[config.mk]
export PLATFORM = sky130hd
export DESIGN_NAME = link_quality_metrics_unit
export DESIGN_NICKNAME = d
export VERILOG_FILES = /design/src/design/lqm_pkg.sv /design/src/design/lqm_div.sv /design/src/design/link_quality_metrics_unit.sv
export SDC_FILE = /design/constraint.sdc
export NUM_CORES = 1
export LEC_CHECK = 0
export BUFFER_PORTS_ARGS = -buffer_cell sky130_fd_sc_hd__buf_2
export CAP_MARGIN = 20
export CORE_MARGIN = 2
export CORE_UTILIZATION = 55
export CTS_BUF_LIST = sky130_fd_sc_hd__clkbuf_8 sky130_fd_sc_hd__clkbuf_16
export DETAILED_ROUTE_END_ITERATION = 8
export HOLD_SLACK_MARGIN = 0.05
export PLACE_DENSITY = 0.78
export RECOVER_POWER = 50
export SYNTH_ARGS = -nofsm -noshare
export SYNTH_HDL_FRONTEND = slang
export SYNTH_HIERARCHICAL = 1
export SYNTH_SLANG_ARGS = --single-unit
export TNS_END_PERCENT = 30
[constraint.sdc]
create_clock -name clk -period 6.39 [get_ports clk]
set_clock_uncertainty 0.15 [all_clocks]
set_input_delay 1.278 -clock clk [delete_from_list [all_inputs] [get_ports clk]]
set_output_delay 1.278 -clock clk [all_outputs]
set_load 0.03 [all_outputs]
[src/design/lqm_pkg.sv]
`default_nettype none
package lqm_pkg;

  localparam int WINDOW = 100;
  localparam int PTR_W  = $clog2(WINDOW);
  localparam int CNT_W  = $clog2(WINDOW + 1);
  localparam int FRAC_W = 16;
  localparam int LOSS_W = FRAC_W + 1;
  localparam int STEP_W = $clog2(FRAC_W);

  localparam logic [1:0] OP_SEND   = 2'd0;
  localparam logic [1:0] OP_AUTH   = 2'd1;
  localparam logic [1:0] OP_REPLAY = 2'd2;
  localparam logic [1:0] OP_RTT    = 2'd3;

  localparam logic [15:0] CNT_MAX = 16'hFFFF;

  typedef struct packed {
    logic [1:0]  operation;
    logic        send_ok;
    logic [15:0] rtt_sample;
  } in_item_t;

  typedef struct packed {
    logic [16:0] loss_rate;
    logic [6:0]  window_fill;
    logic [15:0] fail_streak;
    logic [15:0] srtt;
    logic [15:0] auth_failures;
    logic [15:0] replays_seen;
  } out_item_t;

  typedef struct packed {
    logic              done;
    logic [LOSS_W-1:0] quot;
  } div_stat_t;

endpackage
`default_nettype wire

[src/design/lqm_div.sv]
`default_nettype none
// Fractional divider: quot = (num << FRAC_W) / den, num <= den, zero when den is zero; one bit per cycle.
module lqm_div (
  input  wire                    clk,
  input  wire                    rst_n,
  input  wire                    start,
  input  wire [lqm_pkg::CNT_W-1:0] num,
  input  wire [lqm_pkg::CNT_W-1:0] den,
  output lqm_pkg::div_stat_t     stat
);
  import lqm_pkg::*;

  logic              busy_r, busy_nxt;
  logic              done_r, done_nxt;
  logic [STEP_W-1:0] step_r, step_nxt;
  logic [CNT_W-1:0]  rem_r, rem_nxt;
  logic [FRAC_W-1:0] q_r, q_nxt;
  logic [LOSS_W-1:0] quot_r, quot_nxt;
  logic [CNT_W:0]    rem2;
  logic [CNT_W:0]    diff;
  logic              take;

  // shared shift / compare / subtract
  assign rem2 = {rem_r, 1'b0};
  assign diff = rem2 - {1'b0, den};
  assign take = (rem2 >= {1'b0, den});

  always_comb begin
    busy_nxt = busy_r;
    done_nxt = 1'b0;
    step_nxt = step_r;
    rem_nxt  = rem_r;
    q_nxt    = q_r;
    quot_nxt = quot_r;
    if (start) begin
      if (den == '0) begin
        quot_nxt = '0;
        done_nxt = 1'b1;
      end else if (num == den) begin
        quot_nxt = {1'b1, {FRAC_W{1'b0}}};
        done_nxt = 1'b1;
      end else begin
        busy_nxt = 1'b1;
        step_nxt = '0;
        rem_nxt  = num;
        q_nxt    = '0;
      end
    end else if (busy_r) begin
      rem_nxt  = take ? diff[CNT_W-1:0] : rem2[CNT_W-1:0];
      q_nxt    = {q_r[FRAC_W-2:0], take};
      step_nxt = step_r + 1'b1;
      if (step_r == STEP_W'(FRAC_W - 1)) begin
        busy_nxt = 1'b0;
        done_nxt = 1'b1;
        quot_nxt = {1'b0, q_nxt};
      end
    end
  end

  always_ff @(posedge clk) begin
    if (!rst_n) begin
      busy_r <= 1'b0;
      done_r <= 1'b0;
      step_r <= '0;
    end else begin
      busy_r <= busy_nxt;
      done_r <= done_nxt;
      step_r <= step_nxt;
    end
    rem_r  <= rem_nxt;
    q_r    <= q_nxt;
    quot_r <= quot_nxt;
  end

  assign stat.done = done_r;
  assign stat.quot = quot_r;

endmodule
`default_nettype wire

[src/design/link_quality_metrics_unit.sv]
`default_nettype none
// Channel | Dir | Handshake            | Payload
// in      | in  | in_valid / in_stall  | in_data  (lqm_pkg::in_item_t)
// out     | out | out_valid / out_stall| out_data (lqm_pkg::out_item_t)
//
// Each item runs accept, update, divider start, 16 divider steps, divider done
// and result load before the next accept; the serial divider sets the pace.
// No sends yet or every held send lost: the divider answers at once, no steps.
// Reset clears all counters; the ring is read on each accept, used only when full.
// in_stall is high while an item is at work; a result waits in the output register
// while the next beat enters, and the next result holds the block until it is free.
module link_quality_metrics_unit (
  input  wire                clk,
  input  wire                rst_n,
  input  wire                in_valid,
  output logic               in_stall,
  input  lqm_pkg::in_item_t  in_data,
  output logic               out_valid,
  input  wire                out_stall,
  output lqm_pkg::out_item_t out_data
);
  import lqm_pkg::*;

  localparam logic [1:0] ST_IDLE  = 2'd0;
  localparam logic [1:0] ST_UPD   = 2'd1;
  localparam logic [1:0] ST_START = 2'd2;
  localparam logic [1:0] ST_DIV   = 2'd3;

  logic [1:0]        state_r, state_nxt;
  in_item_t          item_r;
  logic              ring_q_r;
  logic              ring_mem [WINDOW];
  logic [PTR_W-1:0]  ptr_r, ptr_nxt;
  logic [CNT_W-1:0]  fill_r, fill_nxt;
  logic [CNT_W-1:0]  succ_r, succ_nxt;
  logic [15:0]       streak_r, streak_nxt;
  logic [15:0]       rtt_r, rtt_nxt;
  logic [15:0]       auth_r, auth_nxt;
  logic [15:0]       replay_r, replay_nxt;
  logic              out_valid_r, out_valid_nxt;
  out_item_t         out_r, out_nxt;
  logic              accept;
  logic              full;
  logic [18:0]       rtt_sum;
  logic [CNT_W+6:0]  fill_ext;
  div_stat_t         div_st;
  logic              quot_ok_r, quot_ok_nxt;
  logic [LOSS_W-1:0] quot_r, quot_nxt;
  logic              load;

  assign accept   = in_valid && !in_stall;
  assign in_stall = (state_r != ST_IDLE);
  assign full     = (fill_r == CNT_W'(WINDOW));
  assign rtt_sum  = {rtt_r, 3'b000} - {3'b000, rtt_r} + {3'b000, item_r.rtt_sample};
  assign fill_ext = {7'd0, fill_r};

  lqm_div u_div (
    .clk   (clk),
    .rst_n (rst_n),
    .start (state_r == ST_START),
    .num   (fill_r - succ_r),
    .den   (fill_r),
    .stat  (div_st)
  );

  always_comb begin
    state_nxt  = state_r;
    ptr_nxt    = ptr_r;
    fill_nxt   = fill_r;
    succ_nxt   = succ_r;
    streak_nxt = streak_r;
    rtt_nxt    = rtt_r;
    auth_nxt   = auth_r;
    replay_nxt = replay_r;
    out_valid_nxt = load || (out_valid_r && out_stall);
    out_nxt    = out_r;
    if (load) begin
      out_nxt.loss_rate     = quot_r;
      out_nxt.window_fill   = fill_ext[6:0];
      out_nxt.fail_streak   = streak_r;
      out_nxt.srtt          = rtt_r;
      out_nxt.auth_failures = auth_r;
      out_nxt.replays_seen  = replay_r;
    end
    unique case (state_r)
      ST_IDLE: begin
        if (accept) state_nxt = ST_UPD;
      end
      ST_UPD: begin
        state_nxt = ST_START;
        unique case (item_r.operation)
          OP_SEND: begin
            // evict the overwritten outcome once the window is full
            succ_nxt = succ_r - CNT_W'(full && ring_q_r && (succ_r != '0))
                     + CNT_W'(item_r.send_ok);
            if (!full) fill_nxt = fill_r + 1'b1;
            ptr_nxt = (ptr_r == PTR_W'(WINDOW - 1)) ? '0 : ptr_r + 1'b1;
            if (item_r.send_ok) streak_nxt = '0;
            else if (streak_r != CNT_MAX) streak_nxt = streak_r + 1'b1;
          end
          OP_AUTH: begin
            if (auth_r != CNT_MAX) auth_nxt = auth_r + 1'b1;
          end
          OP_REPLAY: begin
            if (replay_r != CNT_MAX) replay_nxt = replay_r + 1'b1;
          end
          OP_RTT: begin
            rtt_nxt = (rtt_r == '0) ? item_r.rtt_sample : rtt_sum[18:3];
          end
          default: ;
        endcase
      end
      ST_START: begin
        state_nxt = ST_DIV;
      end
      ST_DIV: begin
        // leave once the quotient is known and the output register takes it
        if (load) state_nxt = ST_IDLE;
      end
      default: state_nxt = ST_IDLE;
    endcase
  end

  // divider result capture and completion tracking
  always_comb begin
    quot_ok_nxt = quot_ok_r;
    quot_nxt    = quot_r;
    if (state_r == ST_START) quot_ok_nxt = 1'b0;
    if (div_st.done) begin
      quot_ok_nxt = 1'b1;
      quot_nxt    = div_st.quot;
    end
  end

  assign load = (state_r == ST_DIV) && quot_ok_r && (!out_valid_r || !out_stall);

  always_ff @(posedge clk) begin
    if (!rst_n) begin
      state_r     <= ST_IDLE;
      ptr_r       <= '0;
      fill_r      <= '0;
      succ_r      <= '0;
      streak_r    <= '0;
      rtt_r       <= '0;
      auth_r      <= '0;
      replay_r    <= '0;
      out_valid_r <= 1'b0;
      quot_ok_r   <= 1'b0;
    end else begin
      state_r     <= state_nxt;
      ptr_r       <= ptr_nxt;
      fill_r      <= fill_nxt;
      succ_r      <= succ_nxt;
      streak_r    <= streak_nxt;
      rtt_r       <= rtt_nxt;
      auth_r      <= auth_nxt;
      replay_r    <= replay_nxt;
      out_valid_r <= out_valid_nxt;
      quot_ok_r   <= quot_ok_nxt;
    end
    quot_r <= quot_nxt;
    out_r  <= out_nxt;
  end

  // outcome ring: read on accept, written during the update of a send
  always_ff @(posedge clk) begin
    if (accept) begin
      item_r   <= in_data;
      ring_q_r <= ring_mem[ptr_r];
    end
    if (state_r == ST_UPD && item_r.operation == OP_SEND) begin
      ring_mem[ptr_r] <= item_r.send_ok;
    end
  end

  assign out_valid = out_valid_r;
  assign out_data  = out_r;

  a_succ_le_fill: assert property (@(posedge clk) disable iff (!rst_n)
    succ_r <= fill_r) else $error("success count above fill count");

  a_fill_bound: assert property (@(posedge clk) disable iff (!rst_n)
    fill_r <= CNT_W'(WINDOW)) else $error("fill count above window");

  a_accept_upd: assert property (@(posedge clk) disable iff (!rst_n)
    accept |=> state_r == ST_UPD) else $error("accepted beat not updated");

  a_load_quot: assert property (@(posedge clk) disable iff (!rst_n)
    load |-> quot_ok_r && (state_r == ST_DIV)) else $error("result loaded early");

  a_div_done: assert property (@(posedge clk) disable iff (!rst_n)
    div_st.done |-> state_r == ST_DIV) else $error("divider done out of sequence");

endmodule
`default_nettype wire

# Word level (Yosys, flattened, before mapping)
# Memories as Yosys holds them, arrays and structs flattened. A register that Yosys moved wholly into a read port is not among the register bits.
# Index checks and enable logic that the tools add are counted.
[totals]
memories = 1
out_inout_bits = 90
reg_bits = 258
ramBits = 100
wordCells = 130
[mem_list]
columns = ["memory", "depth", "word_bits", "read_ports", "rd_clocked_by_memory_dff", "wr", "line_no", "source"]
rows = [
  ["ring_mem", 100, 1, 1, 1, 1, "link_quality_metrics_unit.sv:32", "logic ring_mem [WINDOW];"],
]
[classes]
muxes = 39
eq_ne = 18
magnitude_cmp = 1
reduce_logical = 32
n_addsub = 12
bitwise = 1
[ops]
columns = ["operator", "count"]
rows = [
  ["$mux W17", 5],
  ["$mux W15", 4],
  ["$add A16 B1 Y16 const B", 3],
  ["$mux W16", 3],
  ["$ne A16 B16 Y1 const B", 3],
  ["$mux W7", 6],
  ["$add A19 B16 Y19", 1],
  ["$sub A19 B16 Y19", 1],
  ["$reduce_and A3 Y1", 6],
  ["$logic_not A16 Y1", 1],
  ["$mux W4", 4],
  ["$add A7 B1 Y7 const B", 2],
  ["$eq A7 B7 Y1 const B", 2],
  ["$mux W1", 14],
  ["$sub A7 B7 Y7", 2],
  ["$reduce_bool A2 Y1", 5],
  ["$eq A2 B2 Y1 const B", 4],
  ["$ge A8 B7 Y1", 1],
  ["$ne A2 B2 Y1 const B", 4],
  ["$pmux W2 S4", 1],
  ["$reduce_and A2 Y1", 4],
  ["$add A7 B1 Y7", 1],
  ["$eq A7 B7 Y1", 1],
  ["$logic_and A1 B1 Y1", 7],
  ["12 further kinds", 18],
]

# Depth between registers and ports, before layout
[logic_depth]
ltp_word = 5
depth_mapped = 18
depth_no_buf = 18

# Hierarchy
# Netlist, hierarchy kept.
[modules_own_cells]
columns = ["mod", "area_each_um2", "instances", "cells_per_inst"]
rows = [
  ["link_quality_metrics_unit", 13963.4, 1, 1189],
  ["lqm_div", 2239.6, 1, 181],
]

# Least setup slack after synthesis
# OpenSTA, ideal clock, no wires.
[synth_path]
path_kind = "input to register"
from = "input port out_stall"
to = "register state_r[1]"
t_arrival_ns = 6.302
required_time_ns = 6.112
setup_ns = 0.128
slack_ns = -0.190
stages = 4
cell_sequence = "a21oi_1 o22a_1 mux2i_1 nor2_1"
[synth_via]
elab_chain_cells = 5
[synth_lines]
columns = ["element", "line_no", "source"]
rows = [
  ["start: declaration", "link_quality_metrics_unit.sv:19", "input wire out_stall,"],
  ["$logic_not A1 Y1", "link_quality_metrics_unit.sv:135", "assign load = (state_r == ST_DIV) && quot_ok_r && (!out_valid_r || !out_stall);"],
  ["$logic_or A1 B1 Y1", "link_quality_metrics_unit.sv:135", ""],
  ["$logic_and A1 B1 Y1", "link_quality_metrics_unit.sv:135", ""],
  ["$ne A2 B2 Y1 (no source line)", "n/a", ""],
  ["$reduce_and A2 Y1 (no source line)", "n/a", ""],
  ["end signal: assignment", "link_quality_metrics_unit.sv:150", "state_r <= state_nxt;"],
  ["end: declaration", "link_quality_metrics_unit.sv:29", "logic [1:0] state_r, state_nxt;"],
]
# Every way passes these cells.
# A chain may end at the register's enable or synchronous reset.

# Final worst setup path
[layout_path]
from = "input port rst_n"
to = "register rtt_r[13]"
[layout_lines]
columns = ["element", "line_no", "source"]
rows = [
  ["start: declaration", "link_quality_metrics_unit.sv:14", "input wire rst_n,"],
  ["end signal: assignment", "link_quality_metrics_unit.sv:155", "rtt_r <= rtt_nxt;"],
  ["end: declaration", "link_quality_metrics_unit.sv:37", "logic [15:0] rtt_r, rtt_nxt;"],
]
# No word-level cell between the ends.

==> results.json <==
{
  "min_period_ns": 4.37,
  "yosysTopAreaCell": "edfxtp_1",
  "ys_seq_area_share_pct": 60.7,
  "cts_tree": "done",
  "die-width_um": 176,
  "status": "finished, violations left",
  "fin_cells": 1891,
  "drtIter0Drc": 1081,
  "post-route-util_pct": 63.1,
  "regArea_um2": 9830,
  "port_buffers": 112,
  "min-delay-start": "u_div/quot_r[10]",
  "cts_buffer_depth": 3,
  "clock_sinks": 359,
  "period_share_pct": 68.4,
  "drv_cap": 4,
  "cp_max_fo": 62,
  "drive_above_1_share_pct": 12.3,
  "grt_usage_pct": 20.9,
  "fmax_mhz": 229,
  "areaGrowthSynthToFinish_pct": 12.4,
  "netlist_top_cells_count": "edfxtp_1, nor2_1, dfxtp_1, inv_1, nand2_1",
  "postCtsSetupBuffers": 0,
  "synthCells": 1370,
  "fin_nets": 1571,
  "reg2regPathDepth": 2,
  "rsz0062_at_grt": "no",
  "synthesis.nets": 1462,
  "hold_path.class": "reg2reg",
  "diodes": 0,
  "grt_max_degree": 89,
  "startpoint_type": "primary input",
  "coreArea_um2": 28900,
  "overflow": 0,
  "dr.pass1.iters": 6,
  "cts_root_buf": "clkbuf_16",
  "cts_resized": 0,
  "synth_top_area_share_pct": 48.9,
  "final-max-slew-violation-count": 208,
  "ir_drop_mv": 0.213,
  "dp.cells": 1823,
  "wl_mm": 32.5,
  "end_kind": "flop",
  "detailed_place_hpwl_mm": 21.2,
  "crit_arrival_ns": 4.51,
  "tns_ns": 0,
  "critPathLaunch": "rst_n",
  "whs_ns": 0.268,
  "power_density_nw_per_um2": 359,
  "num_vias": 10800,
  "gp_congestion": 0.847,
  "path_class": "in2reg",
  "failed_checks": "capacitance limit, slew limit",
  "yosys_warnings": 6,
  "syn-cell-area_um2": 16200,
  "grt_pass1_wl_mm": 51.8,
  "multi_input_area_um2": 5790,
  "htreeDepth": 2,
  "dieArea_um2": 30800,
  "syn_avg_cell_area_um2": 11.8,
  "grt_pass1_vias": 10400,
  "wl_per_cell_um": 17.2,
  "antenna_found_initial": 0,
  "ys_ff_latch": 359,
  "worstSkewPairLatency_ns": 0.52,
  "whs_path_depth": 0,
  "synth_edf_count": 264,
  "critPathRequiredTime_ns": 6.53,
  "maxSlewHeadroom_pct": -104,
  "r2r_start": "item_r[16]",
  "synth.top_cells.by_area": "edfxtp_1, dfxtp_1, nor2_1",
  "start_util_pct": 56.1,
  "ios": 113,
  "synth_flop_cell": "edfxtp_1",
  "vias_per_cell": 5.73,
  "p_leak_nw": 6.41,
  "drc": 0,
  "cts_buffers": 37,
  "num-fill-cells": 2248,
  "yosysMostFrequentCell": "edfxtp_1",
  "setup_violations": 0,
  "ant_nets": 0,
  "rrSetupSlack_ns": 2.28,
  "worstMarginPinSlew_ns": 3.06,
  "synth_cell_types": 80,
  "fp-row-count": 62,
  "die_h_um": 176,
  "finalHoldViolations": 0,
  "ctsHoldBuffers": 0,
  "cts.clk_slew.worst_paths_ns": 0.06,
  "async_reset_ff_share_pct": 0
}
[layout make-up]
| class | instances | area share (%) |
|---|---|---|
| flip-flops and latches | 359 | 54.0 |
| multi-input cells | 863 | 31.8 |
| repair buffers | 125 | 3.41 |
| inverters | 93 | 1.92 |
| clock buffers | 40 | 5.37 |
| clock inverters | 27 | 0.900 |
| well taps | 384 | 2.64 |
[routing by layer]
metal  part of all wire, %  up-vias  global-route usage, %  wire length (um)
met2                    49      347                   35.6             16000
li1                      -     5166                      -                 -
met1                    43     5257                   27.3             13900
met3                   5.3       67                   3.51              1730
met5                     0        -                      0                 0
met4                   2.6        0                   6.85               852
[stage by stage]
step                      cell area (um2)  setup WS (ns)  power (mW)
after floorplan                     16200           1.62        4.17
after global placement              17100           2.63        4.50
after detailed placement            17100           2.51        4.56
after CTS                           18300           2.52        6.56
after global routing                18200           1.65        6.87
final                               18200           2.02        6.54
[power breakdown]
group,internal (mW),switching [mW]
Combinational,0.650,1.09
Clock,1.14,0.850
Sequential,2.71,0.0987
Total,4.51,2.03
[cells in the final DEF, fill, tap and decap left out, types with 8 or more instances in the layout]
cell type | synthesis | final
edfxtp_1 | 264 | 264
nor2_1 | 205 | 205
buf_2 | 11 | 104
inv_1 | 92 | 102
dfxtp_1 | 95 | 94
nand2_1 | 63 | 63
a21oi_1 | 55 | 55
ha_1 | 53 | 53
clkbuf_16 | 0 | 38
nand3_1 | 36 | 36
xnor2_1 | 35 | 35
o21ai_0 | 35 | 35
xor2_1 | 35 | 35
nor2b_1 | 31 | 31
mux2i_1 | 30 | 30
nand4_1 | 28 | 28
and3_1 | 19 | 19
a21o_1 | 16 | 16
fa_1 | 16 | 16
a211oi_1 | 15 | 15
clkbuf_1 | 38 | 15
nand2b_1 | 14 | 14
or3_1 | 13 | 13
a31oi_1 | 12 | 12
a221oi_1 | 11 | 11
nor4_1 | 10 | 10
nor3_1 | 9 | 9
and4_1 | 9 | 9
nand3b_1 | 8 | 8
[worst paths after layout]
check                  to
min reg2reg    quot_r[10]
max reg2reg  ring_mem[46]
max             rtt_r[13]
min            quot_r[10]
[kinds of logic after synthesis]
logic type | share of synthesized area [%]
and+or+nand+nor | 14.1
DFF | 60.7
AOI/OAI and AO/OA | 9.31
buffers and inverters | 3.54
xor gates and xnor gates | 3.78
adders and majority gates | 6.07
muxes | 2.55
[critical path, stage by stage]
cell	delay (ns)
clkbuf_1	0.40
inv_1	0.35
clkbuf_1	2.08
o221ai_1	0.36
[state kept, by name, indices dropped and copies added, names as in the netlist, 2 cells and up]
register	cells
auth_r	16
fill_r	7
item_r	19
out_data	88
ptr_r	7
quot_r	17
replay_r	16
ring_mem	100
rtt_r	16
state_r	2
streak_r	16
succ_r	7
u_div/q_r	15
u_div/quot_r	17
u_div/rem_r	7
u_div/step_r	4
No activity file was read; power rests on OpenSTA's default activity.
